<file path="src/sv/acp_pkg.sv">
// Shared constants for the box collision push-out block.
// No dependencies.
`default_nettype none

package acp_pkg;

  localparam int COORD_BITS = 24;

  // overlap_w * 4 > overlap_h bias, as a left shift
  localparam int BIAS_SHIFT = 2;

endpackage

`default_nettype wire

</file>
<file path="src/sv/acp_if.sv">
// Valid/ready channel interfaces for box pairs and push results.
// Depends on acp_pkg for the default coordinate width.
`default_nettype none

interface acp_box_if #(
  parameter int COORD_BITS = acp_pkg::COORD_BITS
);
  logic                         valid;
  logic                         ready;
  logic signed [COORD_BITS-1:0] our_x;
  logic signed [COORD_BITS-1:0] our_y;
  logic        [COORD_BITS-2:0] our_w;
  logic        [COORD_BITS-2:0] our_h;
  logic signed [COORD_BITS-1:0] move_x;
  logic signed [COORD_BITS-1:0] move_y;
  logic signed [COORD_BITS-1:0] other_x;
  logic signed [COORD_BITS-1:0] other_y;
  logic        [COORD_BITS-2:0] other_w;
  logic        [COORD_BITS-2:0] other_h;

  modport source (
    output valid, our_x, our_y, our_w, our_h, move_x, move_y,
           other_x, other_y, other_w, other_h,
    input  ready
  );
  modport sink (
    input  valid, our_x, our_y, our_w, our_h, move_x, move_y,
           other_x, other_y, other_w, other_h,
    output ready
  );
endinterface

interface acp_push_if #(
  parameter int COORD_BITS = acp_pkg::COORD_BITS
);
  logic                         valid;
  logic                         ready;
  logic signed [COORD_BITS-1:0] push_x;
  logic signed [COORD_BITS-1:0] push_y;
  logic                         overlapped;

  modport source (output valid, push_x, push_y, overlapped, input ready);
  modport sink   (input  valid, push_x, push_y, overlapped, output ready);
endinterface

`default_nettype wire

</file>
<file path="src/sv/aabb_collision_pushout.sv">
// Box collision push-out: overlap test, back-out along reversed motion, final push.
// Depends on acp_pkg and the channel interfaces in acp_if.sv.
//
//   channel | dir | payload
//   boxes   | in  | our box, motion, other box
//   push    | out | push_x, push_y, overlapped
//
// Eight register stages; one request per cycle unless the push channel stalls.
// Each stage holds while the next is full and stalled; bubbles close up.
// rst clears the stage valid bits only. The last stage is the output register.
`default_nettype none

module aabb_collision_pushout #(
  parameter int COORD_BITS = acp_pkg::COORD_BITS
) (
  input  wire            clk,
  input  wire            rst,
  acp_box_if.sink        boxes,
  acp_push_if.source     push
);

  localparam int CB  = COORD_BITS;
  localparam int EB  = COORD_BITS - 1;
  localparam int BS  = acp_pkg::BIAS_SHIFT;
  localparam int NST = 8;

  logic [NST-1:0] v;
  logic [NST-1:0] en;

  always_comb begin
    en[NST-1] = !v[NST-1] || push.ready;
    for (int k = NST - 2; k >= 0; k--) begin
      en[k] = !v[k] || en[k+1];
    end
  end

  assign boxes.ready = en[0];

  always_ff @(posedge clk) begin
    if (rst) begin
      v <= '0;
    end else begin
      if (en[0]) v[0] <= boxes.valid;
      for (int k = 1; k < NST; k++) begin
        if (en[k]) v[k] <= v[k-1];
      end
    end
  end

  // stage 1: edges
  logic signed [CB-1:0] s1_ux, s1_uy, s1_mx, s1_my, s1_ox, s1_oy, s1_l, s1_t;
  logic        [EB-1:0] s1_uw, s1_uh;
  logic signed [CB:0]   s1_ra, s1_rb, s1_da, s1_db;
  logic signed [CB:0]   c1_ra, c1_rb, c1_da, c1_db;

  assign c1_ra = $signed({boxes.our_x[CB-1], boxes.our_x}) + $signed({2'b00, boxes.our_w});
  assign c1_rb = $signed({boxes.other_x[CB-1], boxes.other_x})
               + $signed({2'b00, boxes.other_w});
  assign c1_da = $signed({boxes.our_y[CB-1], boxes.our_y}) + $signed({2'b00, boxes.our_h});
  assign c1_db = $signed({boxes.other_y[CB-1], boxes.other_y})
               + $signed({2'b00, boxes.other_h});

  always_ff @(posedge clk) begin
    if (en[0]) begin
      s1_ux <= boxes.our_x;
      s1_uy <= boxes.our_y;
      s1_uw <= boxes.our_w;
      s1_uh <= boxes.our_h;
      s1_mx <= boxes.move_x;
      s1_my <= boxes.move_y;
      s1_ox <= boxes.other_x;
      s1_oy <= boxes.other_y;
      s1_l  <= (boxes.our_x > boxes.other_x) ? boxes.our_x : boxes.other_x;
      s1_t  <= (boxes.our_y > boxes.other_y) ? boxes.our_y : boxes.other_y;
      s1_ra <= c1_ra;
      s1_rb <= c1_rb;
      s1_da <= c1_da;
      s1_db <= c1_db;
    end
  end

  // stage 2: first overlap, motion magnitude
  logic signed [CB+1:0] c2_ovw, c2_ovh;
  logic signed [CB:0]   c2_r, c2_d;
  logic signed [CB-1:0] s2_ux, s2_uy, s2_ox, s2_oy;
  logic        [EB-1:0] s2_uw, s2_uh, s2_ovw, s2_ovh;
  logic        [CB-1:0] s2_ax, s2_ay;
  logic                 s2_mxn, s2_myn, s2_hit;
  logic signed [CB:0]   s2_rb, s2_db;

  assign c2_r   = (s1_ra < s1_rb) ? s1_ra : s1_rb;
  assign c2_d   = (s1_da < s1_db) ? s1_da : s1_db;
  assign c2_ovw = $signed({c2_r[CB], c2_r}) - $signed({{2{s1_l[CB-1]}}, s1_l});
  assign c2_ovh = $signed({c2_d[CB], c2_d}) - $signed({{2{s1_t[CB-1]}}, s1_t});

  always_ff @(posedge clk) begin
    if (en[1]) begin
      s2_ux  <= s1_ux;
      s2_uy  <= s1_uy;
      s2_uw  <= s1_uw;
      s2_uh  <= s1_uh;
      s2_ox  <= s1_ox;
      s2_oy  <= s1_oy;
      s2_rb  <= s1_rb;
      s2_db  <= s1_db;
      s2_ovw <= c2_ovw[EB-1:0];
      s2_ovh <= c2_ovh[EB-1:0];
      s2_hit <= (c2_ovw > 0) && (c2_ovh > 0);
      s2_mxn <= s1_mx[CB-1];
      s2_myn <= s1_my[CB-1];
      s2_ax  <= s1_mx[CB-1] ? (~s1_mx + 1'b1) : s1_mx;
      s2_ay  <= s1_my[CB-1] ? (~s1_my + 1'b1) : s1_my;
    end
  end

  // stage 3: back-out step
  logic        [EB-1:0] c3_sx, c3_sy;
  logic signed [CB-1:0] s3_px, s3_py, s3_ux, s3_uy, s3_ox, s3_oy;
  logic        [EB-1:0] s3_uw, s3_uh;
  logic signed [CB:0]   s3_rb, s3_db;
  logic                 s3_hit;

  assign c3_sx = (s2_ax < {1'b0, s2_ovw}) ? s2_ax[EB-1:0] : s2_ovw;
  assign c3_sy = (s2_ay < {1'b0, s2_ovh}) ? s2_ay[EB-1:0] : s2_ovh;

  always_ff @(posedge clk) begin
    if (en[2]) begin
      s3_px  <= s2_mxn ? $signed({1'b0, c3_sx}) : -$signed({1'b0, c3_sx});
      s3_py  <= s2_myn ? $signed({1'b0, c3_sy}) : -$signed({1'b0, c3_sy});
      s3_ux  <= s2_ux;
      s3_uy  <= s2_uy;
      s3_uw  <= s2_uw;
      s3_uh  <= s2_uh;
      s3_ox  <= s2_ox;
      s3_oy  <= s2_oy;
      s3_rb  <= s2_rb;
      s3_db  <= s2_db;
      s3_hit <= s2_hit;
    end
  end

  // stage 4: moved box position
  logic signed [CB:0]   s4_nx, s4_ny, s4_rb, s4_db;
  logic signed [CB-1:0] s4_px, s4_py, s4_ox, s4_oy;
  logic        [EB-1:0] s4_uw, s4_uh;
  logic                 s4_hit;

  always_ff @(posedge clk) begin
    if (en[3]) begin
      s4_nx  <= $signed({s3_ux[CB-1], s3_ux}) + $signed({s3_px[CB-1], s3_px});
      s4_ny  <= $signed({s3_uy[CB-1], s3_uy}) + $signed({s3_py[CB-1], s3_py});
      s4_px  <= s3_px;
      s4_py  <= s3_py;
      s4_ox  <= s3_ox;
      s4_oy  <= s3_oy;
      s4_uw  <= s3_uw;
      s4_uh  <= s3_uh;
      s4_rb  <= s3_rb;
      s4_db  <= s3_db;
      s4_hit <= s3_hit;
    end
  end

  // stage 5: edges of the moved box
  logic signed [CB:0]   c5_oxe, c5_oye;
  logic signed [CB:0]   s5_l, s5_t, s5_nx, s5_ny, s5_ox, s5_oy, s5_rb, s5_db;
  logic signed [CB+1:0] s5_ra, s5_da;
  logic signed [CB-1:0] s5_px, s5_py;
  logic        [EB-1:0] s5_uw;
  logic                 s5_hit;

  assign c5_oxe = $signed({s4_ox[CB-1], s4_ox});
  assign c5_oye = $signed({s4_oy[CB-1], s4_oy});

  always_ff @(posedge clk) begin
    if (en[4]) begin
      s5_l   <= (s4_nx > c5_oxe) ? s4_nx : c5_oxe;
      s5_t   <= (s4_ny > c5_oye) ? s4_ny : c5_oye;
      s5_ra  <= $signed({s4_nx[CB], s4_nx}) + $signed({3'b000, s4_uw});
      s5_da  <= $signed({s4_ny[CB], s4_ny}) + $signed({3'b000, s4_uh});
      s5_nx  <= s4_nx;
      s5_ny  <= s4_ny;
      s5_ox  <= c5_oxe;
      s5_oy  <= c5_oye;
      s5_rb  <= s4_rb;
      s5_db  <= s4_db;
      s5_px  <= s4_px;
      s5_py  <= s4_py;
      s5_uw  <= s4_uw;
      s5_hit <= s4_hit;
    end
  end

  // stage 6: second overlap
  logic signed [CB+1:0] c6_r, c6_d, c6_rbe, c6_dbe;
  logic signed [CB+2:0] c6_ovw, c6_ovh;
  logic        [EB-1:0] s6_ovw, s6_ovh, s6_uw;
  logic signed [CB-1:0] s6_px, s6_py;
  logic                 s6_done, s6_xlt, s6_ylt, s6_hit;

  assign c6_rbe = $signed({s5_rb[CB], s5_rb});
  assign c6_dbe = $signed({s5_db[CB], s5_db});
  assign c6_r   = (s5_ra < c6_rbe) ? s5_ra : c6_rbe;
  assign c6_d   = (s5_da < c6_dbe) ? s5_da : c6_dbe;
  assign c6_ovw = $signed({c6_r[CB+1], c6_r}) - $signed({{2{s5_l[CB]}}, s5_l});
  assign c6_ovh = $signed({c6_d[CB+1], c6_d}) - $signed({{2{s5_t[CB]}}, s5_t});

  always_ff @(posedge clk) begin
    if (en[5]) begin
      s6_ovw  <= c6_ovw[EB-1:0];
      s6_ovh  <= c6_ovh[EB-1:0];
      s6_done <= !((c6_ovw > 0) && (c6_ovh > 0));
      s6_xlt  <= s5_nx < s5_ox;
      s6_ylt  <= s5_ny < s5_oy;
      s6_uw   <= s5_uw;
      s6_px   <= s5_px;
      s6_py   <= s5_py;
      s6_hit  <= s5_hit;
    end
  end

  // stage 7: final push
  logic                 c7_vert;
  logic signed [CB:0]   c7_pxe, c7_pye, c7_dw, c7_dh, c7_px, c7_py;
  logic signed [CB:0]   s7_px, s7_py;
  logic                 s7_hit;

  assign c7_vert = (s6_ovw == s6_uw)
                || ({{BS{1'b0}}, s6_ovh} < {s6_ovw, {BS{1'b0}}});
  assign c7_pxe  = $signed({s6_px[CB-1], s6_px});
  assign c7_pye  = $signed({s6_py[CB-1], s6_py});
  assign c7_dw   = $signed({2'b00, s6_ovw});
  assign c7_dh   = $signed({2'b00, s6_ovh});

  always_comb begin
    c7_px = c7_pxe;
    c7_py = c7_pye;
    if (!s6_done) begin
      if (c7_vert) begin
        c7_py = s6_ylt ? (c7_pye - c7_dh) : (c7_pye + c7_dh);
      end else begin
        c7_px = s6_xlt ? (c7_pxe - c7_dw) : (c7_pxe + c7_dw);
      end
    end
    if (!s6_hit) begin
      c7_px = '0;
      c7_py = '0;
    end
  end

  always_ff @(posedge clk) begin
    if (en[6]) begin
      s7_px  <= c7_px;
      s7_py  <= c7_py;
      s7_hit <= s6_hit;
    end
  end

  // stage 8: saturate into the output register
  logic signed [CB-1:0] c8_px, c8_py;
  logic signed [CB-1:0] o_px, o_py;
  logic                 o_hit;

  always_comb begin
    c8_px = s7_px[CB-1:0];
    c8_py = s7_py[CB-1:0];
    if (s7_px[CB] != s7_px[CB-1]) begin
      c8_px = s7_px[CB] ? $signed({1'b1, {EB{1'b0}}}) : $signed({1'b0, {EB{1'b1}}});
    end
    if (s7_py[CB] != s7_py[CB-1]) begin
      c8_py = s7_py[CB] ? $signed({1'b1, {EB{1'b0}}}) : $signed({1'b0, {EB{1'b1}}});
    end
  end

  always_ff @(posedge clk) begin
    if (en[7]) begin
      o_px  <= c8_px;
      o_py  <= c8_py;
      o_hit <= s7_hit;
    end
  end

  assign push.valid      = v[NST-1];
  assign push.push_x     = o_px;
  assign push.push_y     = o_py;
  assign push.overlapped = o_hit;

endmodule

`default_nettype wire

</file>
<file path="src/flat_wrapper.sv">
// flat-port wrapper written by rule: the top's interface ports become plain ports
module aabb_collision_pushout_flat 
#(
  parameter int COORD_BITS = acp_pkg::COORD_BITS
)
  (clk, rst, boxes_valid, boxes_our_x, boxes_our_y, boxes_our_w, boxes_our_h, boxes_move_x, boxes_move_y, boxes_other_x, boxes_other_y, boxes_other_w, boxes_other_h, boxes_ready, push_valid, push_push_x, push_push_y, push_overlapped, push_ready);
  acp_box_if #(.COORD_BITS(COORD_BITS)) boxes_i ();
  acp_push_if #(.COORD_BITS(COORD_BITS)) push_i ();
  input  wire clk;
  input  wire rst;
  input wire logic [$bits(boxes_i.valid)-1:0] boxes_valid;
  input wire logic [$bits(boxes_i.our_x)-1:0] boxes_our_x;
  input wire logic [$bits(boxes_i.our_y)-1:0] boxes_our_y;
  input wire logic [$bits(boxes_i.our_w)-1:0] boxes_our_w;
  input wire logic [$bits(boxes_i.our_h)-1:0] boxes_our_h;
  input wire logic [$bits(boxes_i.move_x)-1:0] boxes_move_x;
  input wire logic [$bits(boxes_i.move_y)-1:0] boxes_move_y;
  input wire logic [$bits(boxes_i.other_x)-1:0] boxes_other_x;
  input wire logic [$bits(boxes_i.other_y)-1:0] boxes_other_y;
  input wire logic [$bits(boxes_i.other_w)-1:0] boxes_other_w;
  input wire logic [$bits(boxes_i.other_h)-1:0] boxes_other_h;
  output wire logic [$bits(boxes_i.ready)-1:0] boxes_ready;
  output wire logic [$bits(push_i.valid)-1:0] push_valid;
  output wire logic [$bits(push_i.push_x)-1:0] push_push_x;
  output wire logic [$bits(push_i.push_y)-1:0] push_push_y;
  output wire logic [$bits(push_i.overlapped)-1:0] push_overlapped;
  input wire logic [$bits(push_i.ready)-1:0] push_ready;
  assign boxes_i.valid = boxes_valid;
  assign boxes_i.our_x = boxes_our_x;
  assign boxes_i.our_y = boxes_our_y;
  assign boxes_i.our_w = boxes_our_w;
  assign boxes_i.our_h = boxes_our_h;
  assign boxes_i.move_x = boxes_move_x;
  assign boxes_i.move_y = boxes_move_y;
  assign boxes_i.other_x = boxes_other_x;
  assign boxes_i.other_y = boxes_other_y;
  assign boxes_i.other_w = boxes_other_w;
  assign boxes_i.other_h = boxes_other_h;
  assign boxes_ready = boxes_i.ready;
  assign push_valid = push_i.valid;
  assign push_push_x = push_i.push_x;
  assign push_push_y = push_i.push_y;
  assign push_overlapped = push_i.overlapped;
  assign push_i.ready = push_ready;
  aabb_collision_pushout #(.COORD_BITS(COORD_BITS)) u_core (.clk(clk), .rst(rst), .boxes(boxes_i), .push(push_i));
endmodule
</file>
<file path="config.mk">
export PLATFORM = sky130hd
export DESIGN_NAME = aabb_collision_pushout_flat
export DESIGN_NICKNAME = d
export VERILOG_FILES = /design/src/sv/acp_pkg.sv /design/src/sv/acp_if.sv /design/src/sv/aabb_collision_pushout.sv /design/src/flat_wrapper.sv
export SDC_FILE = /design/constraint.sdc
export NUM_CORES = 2
export LEC_CHECK = 0
export BUFFER_PORTS_ARGS = -buffer_cell sky130_fd_sc_hd__buf_2
export CAP_MARGIN = 20
export CELL_PAD_IN_SITES_DETAIL_PLACEMENT = 1
export CELL_PAD_IN_SITES_GLOBAL_PLACEMENT = 1
export CORE_ASPECT_RATIO = 1.25
export CORE_MARGIN = 2
export CORE_UTILIZATION = 55
export DETAILED_ROUTE_END_ITERATION = 12
export PLACE_DENSITY_LB_ADDON = 0.1
export SETUP_SLACK_MARGIN = 0.4
export SLEW_MARGIN = 20
export SYNTH_ARGS = -nofsm -noshare
export SYNTH_HDL_FRONTEND = slang
export SYNTH_SLANG_ARGS = --single-unit
</file>
<file path="constraint.sdc">
create_clock -name clk -period 42 [get_ports clk]
set_input_delay 6.3 -clock clk [delete_from_list [all_inputs] [get_ports clk]]
set_output_delay 6.3 -clock clk [all_outputs]
set_load 0.005 [all_outputs]
</file>
Word-level counts from Yosys, hierarchy flattened. Cells that the tools add are included.

Shift operators: 0. Bitwise operators: 2. Reductions and logical operators: 20. Div/mod/pow operators: 0. Multiplexer cells: 24. Equal/unequal tests: 3. Multiply operators: 0. Add/subtract/negate cells: 20. Order comparisons: 17.

Operator list (count): 25-bit two-way mux (10); 24-bit by 24-bit adder with 25-bit output (8); 24-bit two-way mux (6); 23-bit two-way mux (6); 27-bit by 1-bit greater-than comparator with 1-bit output (second input constant) (2); 26-bit by 25-bit subtractor with 27-bit output (2); 25-bit by 24-bit adder with 26-bit output (2); 26-bit by 1-bit greater-than comparator with 1-bit output (second input constant) (2); 26-bit by 25-bit less-than comparator with 1-bit output (2); 26-bit two-way mux (2); 25-bit by 24-bit subtractor with 26-bit output (2); 25-bit by 24-bit greater-than comparator with 1-bit output (2); 25-bit by 24-bit less-than comparator with 1-bit output (2); 25-bit less-than comparator (2); 24-bit by 24-bit subtractor with 25-bit output (2); 24-bit by 1-bit adder with 24-bit output (second input constant) (2); 24-bit greater-than comparator (2); 24-bit by 23-bit less-than comparator with 1-bit output (2); 23-bit negation with 24-bit output (2); 24-bit NOT (2); 23-bit by 25-bit less-than comparator with 1-bit output (1); 23-bit == test (1); 1-bit logical NOT (9); 1-bit logical OR (9); 2 further kinds (4).

Output and inout port bits: 51. Bits in latches: 0. Memories: 0. Bits in read-only memories: 0. Memory bits (writable): 0. Bits in registers: 1662.

Logic depth before layout (Yosys ltp).
Depth after elaboration: 9. Mapped depth: 28. Gate-level depth less buffers: 26.

Worst setup path before layout. Ideal clock, no wire load.

Kind: input-to-output. Start: input push_ready. End: output boxes_ready. Path buffers: 1. Path slack: 14.975 ns. Data required time: 35.700 ns. Stages on the path: 6. Arrival time: 20.725 ns. Path through: nor2b_1 > and2_1 > and3_1 > clkbuf_1 > nand4_1 > or2_2.

Longest elaborated chain between the ends: 8.

RTL lines: from (decl) (RTL line flat_wrapper.sv:27) `input wire logic [$bits(push_i.ready)-1:0] push_ready;`; 1-bit logical OR (RTL line aabb_collision_pushout.sv:31) `en[NST-1] = !v[NST-1] || push.ready;`; 1-bit logical OR (6 in series) (RTL line aabb_collision_pushout.sv:33) `en[k] = !v[k] || en[k+1];`; via u_core.en[1] (RTL line aabb_collision_pushout.sv:28) `logic [NST-1:0] en;`; 1-bit logical OR (RTL line aabb_collision_pushout.sv:33); to (decl) (RTL line flat_wrapper.sv:22) `output wire logic [$bits(boxes_i.ready)-1:0] boxes_ready;`.

The timed path passes the listed nets, and every way through them passes these cells.

Final worst setup path. Ends and elaborated chain as after synthesis.

==> metrics.md <==
| Metric | Value |
|---|---|
| Synth Area in XOR/XNOR | 4.46% |
| Worst-path fanout max | 42 |
| Clock insertion delay at the later pin of the skew report | between 0.8 and 0.9 ns |
| Simple-Gate Fraction of Synth Area | between 7 and 8% |
| Status | completed |
| Synth Area in Adders | 10.4% |
| FILL cells | roughly 14000 |
| Regs by FF count | u_core.s5_da (26), u_core.s5_ra (26) |
| GR peak layer | met2 |
| Reg area | between 40000 and 50000 um2 |
| Die ar. | roughly 150000 um2 |
| Worst Path Arrival | 9.10 ns |
| Clock Power Share | between 20% and 30% |
| Initial Utilization | 55.2% |
| Pwr dens | between 70 and 80 nW/um2 |
| Layout cell share with drive strength beyond 1 | about an eighth |
| Crit path kind | in -> out |
| Pin count of the biggest net entering global routing | roughly 170 |
| Main combinational cell family by area after synthesis | adder cells |
| Die Y | about 430 um |
| Gp weighted congestion | just over 0.9 |
| FFs w/ async S/R, synth | 0% |
| Vias per std cell | approximately 6 |
| Yosys warnings | 0 |
| Endpoints failing setup | 0 |
| CTS resizes | 0 |
| Routed Antenna Nets | 0 |
| CTS tree | yes |
| Die Width | between 300 and 400 um |
| HPWL after detailed placement | between 150000 and 200000 um |
| Post-synth cell types | 83 |
| Final Max Slew Viols | 0 |
| # IOs | approximately 290 |
| Clk sinks | between 1500 and 2000 |
| WL per Instance | between 20 and 30 um |
| Met1 usage in global routing | 37.0% |
| Gr usage total | around 28% |
| Cells after Synth | around 6100 |
| Min Tclk post-route | between 15 and 20 ns |
| Period Utilization, post-route | 36.7% |
| Footprint of the multi-input gates | between 20000 and 30000 um2 |
| Routed WL | 216000 um |
| Initial DRC count | 3952 |
| Worst min path class | reg -> reg |
| Drt pass-1 iters | 5 |
| Vias | 51500 |
| Cells taking the most area after synthesis | edfxtp_1, ha_1, xnor2_1 |
| Non-Filler Instances | about 8600 |
| Global-route wire length before repair | around 320000 um |
| Int Power | ~4500 uW |
| Layout area overhead | 11.3% |
| Final hold vios | 0 |
| Setup crit end kind | output port |
| Synthesized area per cell | about 13 um2 |
| Finished Core Util | between 60% and 70% |
| Row count | between 150 and 200 |
| Core box area | 148000 um2 |
| Buffers on Ports | between 200 and 300 |
| # nets final | ~7400 |
| M2 GR Usage | 48.7% |
| Initial antenna violation count | 22 |
| CP Launch Type | input pin |
| Primary FF master, synth | edfxtp_1 |
| TritonCTS Buffers | 165 |
| Combinational Power Share | 40.8% |
| Sequential element share of the synthesized area | between 60% and 70% |
| Sw frac | 37.3% |
| Static Leakage | 0.0378 uW |
| Max-Cap Viols | 0 |
| Post-Synthesis Cell Area | just over 80000 um2 |
| Power share of the sequential group | between 30% and 40% |
| Synth Area in Compound Gates | about a tenth |
| Residual DRC | 0 |
| Synth Net Count | about 7000 |
| TNS Setup | 0 ns |
| CTS Buffer Depth | 3 |
| Grt total ovfl | 0 |
| GR Layer Usage met3 | roughly 3.4% |
| Cell taking the most area after synthesis | edfxtp_1 |
| Placed instance count | 8283 |
| Multiplexer share of the synthesized area | about 3.4% |
| WP data required | between 30 and 40 ns |
| Psw | between 2000 and 3000 uW |
| Slew headroom | 24.6% |
| RSZ-0062 raised after global routing | no |
| Post-CTS Setup Bufs | 0 |
| Worst Tran Pin Value | between 1 and 1.5 ns |
| #FFs+latches synth | 1662 |
| CTS root buffer | clkbuf_16 |
| FMAX | roughly 65 MHz |
| Post-synth EDFFs | ~1700 |
| Final Skew | ~0.028 ns |
| Register clock-pin slew on the reported worst setup and hold paths | 0.06 ns |
| Number of global-route vias before repair | 54600 |
| Post-synth top area share | approximately three fifths |
| H-tree levels | 4 |
| Cts-stage hold buffer count | 0 |
| Peak VDD IR | approximately 47 uV |
==> metrics by stage <==
| stage | hold slack, ns | total power (uW) | worst slack (ns) | instance area, um2 |
|---|---|---|---|---|
| floorplan | 0.400 | 4700 | 14.97 | 81700 |
| global placement | 0.401 | 5460 | 26.72 | 85600 |
| detailed placement | 0.406 | 5630 | 26.64 | 85600 |
| CTS | 0.416 | 7140 | 26.56 | 90900 |
| global route | 0.419 | 7550 | 26.37 | 90900 |
| finish | 0.413 | 7120 | 26.60 | 90900 |
==> placed cells by master, fill, tap and decap left out, types with 31 or more instances in the layout <==
cell          n
clkinv_2     32
o21a_1       76
edfxtp_1   1654
nand4_1      56
clkinv_1     36
inv_1       541
nand2b_1     87
xor2_1       98
mux2i_1      88
nand2_1     177
ha_1        654
a21oi_1     334
o31ai_1      31
nand3_1      93
mux2_2      169
clkbuf_16   167
or3_1        51
a211oi_1     40
a21o_1      226
o21ai_0     237
clkbuf_1     33
nor3_1      114
nor2b_1      72
nor2_1      377
nor4_1       45
and3_1       33
buf_2       290
xnor2_1     316
a31oi_1      35
==> logic make-up (layout without fill, tap and decap cells) <==
logic type | count (synthesis) | after routing
AOI/OAI and AO/OA | 1273 | 1273
DFF | 1662 | 1662
and+or+nand+nor | 1220 | 1220
adders and majority gates | 668 | 668
muxes | 258 | 258
buffers and inverters | 632 | 1174
other | 0 | 12
xor gates and xnor gates | 415 | 415
==> synth_stat cells (87+ instances only) <==
master,count
edfxtp_1,1654
ha_1,654
inv_1,544
nor2_1,377
a21oi_1,336
xnor2_1,316
o21ai_0,237
a21o_1,226
nand2_1,179
mux2_2,169
nor3_1,114
xor2_1,98
nand3_1,94
mux2i_1,89
nand2b_1,87
==> per-layer routing <==
| layer | wire, um | vias up |
|---|---|---|
| li1 | - | 23800 |
| met1 | 91200 | 26000 |
| met2 | 107000 | 1357 |
| met3 | 10300 | 331 |
| met4 | 7260 | 4 |
| met5 | 27 | - |
==> power by group through the flow <==
| stage | sequential (uW) | combinational (uW) | clock, uW |
|---|---|---|---|
| after floorplan | 2580 | 2120 | 0 |
| after global placement | 2750 | 2710 | 0 |
| after detailed placement | 2780 | 2860 | 0 |
| after CTS | 2750 | 2900 | 1480 |
| after global routing | 2790 | 3220 | 1540 |
| final | 2760 | 2900 | 1460 |
==> cell type report <==
class / instances / share of cell area [%]
multi-input combinational: 3834 / 32.6
inverter: 544 / 2.26
sequential: 1662 / 54.8
clock inverter: 107 / 1.08
tap: 1920 / 2.64
clock buffer: 200 / 4.73
timing repair buffer: 323 / 1.90
antenna: 12 / 0.0330
==> path summary, 6_finish.rpt <==
check | startpoint | to | slack [ns] | cells after the start
worst min-delay path | u_core.s2_uw[21] | u_core.s3_uw[21] | 0.41 | 0
worst max register to register | u_core.s1_db[1] | u_core.s2_hit | 34.13 | 26
worst max-delay path | push_ready | boxes_ready | 26.60 | 7
worst min register to register | u_core.s2_uw[21] | u_core.s3_uw[21] | 0.41 | 0
==> worst max-delay path, cell delays in order <==
cell	delay, ns
buf_2	0.10
nor2b_1	0.21
and2_1	0.34
and3_1	0.61
nand4_1	0.61
or2_4	0.67
buf_2	0.23
Note: power is estimated with default switching activity, not from simulation.
